--- config.mk ---
export PLATFORM = sky130hd
export DESIGN_NAME = dwr_ctrl
export DESIGN_NICKNAME = d
export VERILOG_FILES = /design/src/hdl/dwr_pkg.sv /design/src/hdl/dwr_ctrl.sv
export SDC_FILE = /design/constraint.sdc
export NUM_CORES = 1
export LEC_CHECK = 0
export BUFFER_PORTS_ARGS = -buffer_cell sky130_fd_sc_hd__buf_2
export CORE_AREA = 3 3 40 42
export DETAILED_ROUTE_END_ITERATION = 10
export DIE_AREA = 0 0 43 45
export GPL_TIMING_DRIVEN = 0
export PLACE_DENSITY = 0.37
export SKIP_CTS_REPAIR_TIMING = 1
export SLEW_MARGIN = 15
export SYNTH_ARGS = -nofsm -noshare
export SYNTH_HDL_FRONTEND = slang
export SYNTH_SLANG_ARGS = --single-unit
--- constraint.sdc ---
create_clock -name clk -period 0.93 [get_ports clk]
set_input_delay 0.0465 -clock clk [delete_from_list [all_inputs] [get_ports clk]]
set_output_delay 0.0465 -clock clk [all_outputs]
set_load 0.05 [all_outputs]
--- src/hdl/dwr_pkg.sv ---
// ----------------------------------------------------------------------------
// dwr_pkg
// Shared constants, codes and controller/datapath interface types for the
// double-ended queue with reverse.
// ----------------------------------------------------------------------------
`timescale 1ns / 1ps
`default_nettype none

package dwr_pkg;

  localparam int DEPTH = 1024;
  localparam int AW    = (DEPTH > 1) ? $clog2(DEPTH) : 1;
  localparam int CW    = $clog2(DEPTH + 1);
  localparam int SW    = CW + 1;
  localparam int DW    = 32;

  localparam logic [2:0] ACT_PUSH_BACK  = 3'd0;
  localparam logic [2:0] ACT_PUSH_FRONT = 3'd1;
  localparam logic [2:0] ACT_POP_BACK   = 3'd2;
  localparam logic [2:0] ACT_POP_FRONT  = 3'd3;
  localparam logic [2:0] ACT_REVERSE    = 3'd4;

  localparam logic [1:0] ST_OK    = 2'd0;
  localparam logic [1:0] ST_EMPTY = 2'd1;
  localparam logic [1:0] ST_FULL  = 2'd2;

  typedef struct packed {
    logic load;
    logic exec;
    logic emit_err;
    logic emit_pop;
  } dwr_cmd_t;

  typedef struct packed {
    logic err;
    logic pop_ok;
    logic empty;
    logic full;
  } dwr_stat_t;

endpackage

`default_nettype wire

--- src/hdl/dwr_ctrl.sv ---
// ----------------------------------------------------------------------------
// dwr_ctrl
// Controller: sequences load, execute and memory read of one item and
// schedules the result strobe.
// ----------------------------------------------------------------------------
`timescale 1ns / 1ps
`default_nettype none

module dwr_ctrl
  import dwr_pkg::*;
(
  input  wire logic      clk,
  input  wire logic      rst,
  input  wire logic      start,
  output logic           busy,
  input  dwr_stat_t      stat,
  output dwr_cmd_t       cmd
);

  typedef enum logic [2:0] {
    S_IDLE = 3'b001,
    S_EXEC = 3'b010,
    S_POP  = 3'b100
  } state_t;

  state_t state, state_next;

  always_ff @(posedge clk) begin
    if (rst) begin
      state <= S_IDLE;
    end else begin
      state <= state_next;
    end
  end

  always_comb begin
    state_next   = state;
    cmd          = '0;
    busy         = 1'b1;
    unique case (state)
      S_IDLE: begin
        busy = 1'b0;
        if (start) begin
          cmd.load   = 1'b1;
          state_next = S_EXEC;
        end
      end
      S_EXEC: begin
        cmd.exec = 1'b1;
        if (stat.err) begin
          cmd.emit_err = 1'b1;
          state_next   = S_IDLE;
        end else if (stat.pop_ok) begin
          state_next = S_POP;
        end else begin
          state_next = S_IDLE;
        end
      end
      S_POP: begin
        cmd.emit_pop = 1'b1;
        state_next   = S_IDLE;
      end
      default: begin
        state_next = S_IDLE;
      end
    endcase
  end

endmodule

`default_nettype wire

==> results.toml <==
[logic_synthesis]
number_of_distinct_library_cell_variants_in_the_gate_level_netlist_after_synthesis = 10
synth-seq-area-share = 0.4444
synthesis.area_um2 = 135.1
synth_fp_nets = 21
synth-warning-count = 0
postSynthRegisterBits = 3
syn_avg_cell_area_um2 = 9.652
synthesis.instances = 14

[clock_tree]
numCtsBuffers = 3
cts_tree = "done"
clkSinkCount = 3
insertion_delay_ns = 0.24
clock_root_buffer = "clkbuf_4"
htree_levels = 1
max-clock-path-buffers = 2
path_clk_slew_ns = 0.04

[power_and_ir_drop]
power_frac_clock = 0.474
vdd_drop_max_mv = 0.7540
netSwitchingPower_mw = 0.1439
seq_power_share = 0.292
power.share.switching = 0.2891
p_int_mw = 0.3539
static-leakage-power_nw = 0.1505
combPwrFrac = 0.235
powerDensity_nw_per_um2 = 1513

[run_status]
violations = "setup timing"
status = "finished, violations left"

[sta]
final_hold_vio_count = 0
setup_violations = 7
maxClockFrequency_mhz = 856.6
timing.clock.skew_ns = 0.003520
grt_setup_unrepaired = "true"
slew_violations = 0
slew-limit-headroom = 0.8712
worst_slack_ns = -0.2375
period_needed_ns = 1.167
worst-slew-pin-transition_ns = 0.1931
timing.final.crit_share = 1.255
holdWs_ns = 0.04171

[detailed_routing]
drt-initial-drc-count = 5
wl_um = 431
ant_nets = 0
drt-wirelength-per-cell_um = 9.370
avgViaCountPerCell = 3.717
routed-via-count = 171
detail_route.drc_violations = 0
detailedRoute.firstPassIterationCount = 2

[worst_setup_path]
worst-path-max-fanout = 4
end_kind = "output port"
worst-setup-path-type = "flip-flop to output port"
reg2reg_to = "state[0]"
ff2ff_setup_slack_ns = -0.03
reg2reg_from = "state[1]"
cp-start-kind = "flip-flop"
worstPathRequired_ns = 0.88
rr_worst_depth = 3
crit_end = "cmd[1]"
cp.arrival_ns = 1.12
crit_path_start = "state[2]"

[die]
dieHeight_um = 45
starting_density_of_the_core = 0.1052
core-area_um2 = 1285
floorplan.rows = 13
die_w_um = 43
design.die.area_um2 = 1935
num_io_pins = 12

[placement]
buffer_ports.inserted = 9
gpl.final_weighted_congestion = 0.6418
post_dp_cell_area_um2 = 220.2

[hold_path]
timing.hold.worst.class = "input pin to flip-flop"

[global_routing]
globalRouteMet3Util = 0.03984
grt_start_max_net_pins = 5
grt_use_total = 0.04659
globalRouteOverflowTotal = 0
gr-max-usage-layer = "met4"
gr-usage-met2 = 0.04790
grt_pass1_wl_um = 586
grt.met1_usage = 0.05048
grt_antenna_before_repair = 0
first_global_vias = 151

[layout]
count_of_antenna_diodes_in_the_layout = 0
fillerInstances = 143
post_route_cells_drive_above_1_share = 0.7419
biggestRegsByFlops = "state x3"
max_flop_register = "state"
area_growth_syn_to_layout_pct = 143.5
final_cell_area_um2 = 329.1
utilization = 0.2561
nNetsFinal = 39
multi_input_comb_area_um2 = 95.09
largest_register_ff_count = 3
ff_latch_area_um2 = 63.81

[run]
drv_cap = 0
cells in the final DEF (no fill, tap or decap):
master and count:
dfxtp_2 3, buf_2 4, buf_8 3, nor3b_4 2, a32oi_1 1, nor2_1 2, inv_1 1, clkbuf_4 3
buf_4 3, clkbuf_1 1, nand2_1 1, and2_4 1, and3_1 1, buf_6 3, and4bb_4 1, and2_1 1
how the worst min path moves through the flow:
| stage | startpoint | end | slack (ns) | cells past startpoint |
|---|---|---|---|---|
| after global routing | stat[2] | state[0] | 0.05 | 2 |
| after detailed placement | stat[2] | state[0] | 0.26 | 2 |
| after CTS | stat[2] | state[0] | 0.01 | 2 |
| final | stat[2] | state[0] | 0.04 | 2 |
| after floorplan | stat[2] | state[0] | 0.16 | 1 |
| after global placement | stat[2] | state[0] | 0.26 | 2 |
cell type report:
cell class	count	area share
flip-flops and latches	3	0.1939
well taps	15	0.05703
clock buffers	4	0.07985
multi-input cells	10	0.2890
inverters	1	0.01141
repair buffers	13	0.3688
worst max-delay path, cell delays in order (launching register included):
cell and delay, ns:
dfxtp_2 0.33, nor3b_4 0.23, and2_4 0.18, buf_8 0.14
cell usage after synthesis:
cell type / count / area (µm²)
nor2_1: 2 / 7.510
nor3b_1: 1 / 7.510
a32oi_1: 1 / 8.760
and3_1: 1 / 6.260
nor3b_2: 1 / 12.51
and2_1: 2 / 12.51
and4bb_1: 1 / 12.51
dfxtp_1: 3 / 60.06
inv_1: 1 / 3.750
nand2_1: 1 / 3.750
routing by layer:
layer	wire length, µm	vias up
met5	0	-
met4	10	0
met3	79	2
met2	170	12
met1	170	74
li1	-	83
stage by stage:
step / setup WS, ns / cells / power [mW] / TNS [ns]
2_1_floorplan: -0.3463 / 14 / 0.2036 / -1.035
3_3_place_gp: -0.09561 / 38 / 0.2242 / -0.1264
3_5_place_dp: -0.1174 / 38 / 0.2256 / -0.1551
4_1_cts: -0.3783 / 42 / 0.4667 / -1.167
5_1_grt: -0.2843 / 46 / 0.5288 / -1.212
6_report: -0.2375 / 46 / 0.4978 / -0.8657
power by group through the flow:
stage               clock, mW  combinational [mW]  sequential, mW
global placement            0              0.0783           0.146
global route            0.258               0.124           0.146
detailed placement          0              0.0790           0.147
finish                  0.236               0.117           0.145
CTS                     0.243              0.0792           0.145
floorplan                   0              0.0584           0.145
kinds of logic (layout without fill, tap and decap cells):
| family | after synthesis | after routing | synth area share |
|---|---|---|---|
| buf+inv | 1 | 18 | 0.02775 |
| compound gates | 1 | 1 | 0.06483 |
| flops | 3 | 3 | 0.4445 |
| simple gates | 9 | 9 | 0.4630 |
Note: power is estimated with default switching activity, not from simulation.
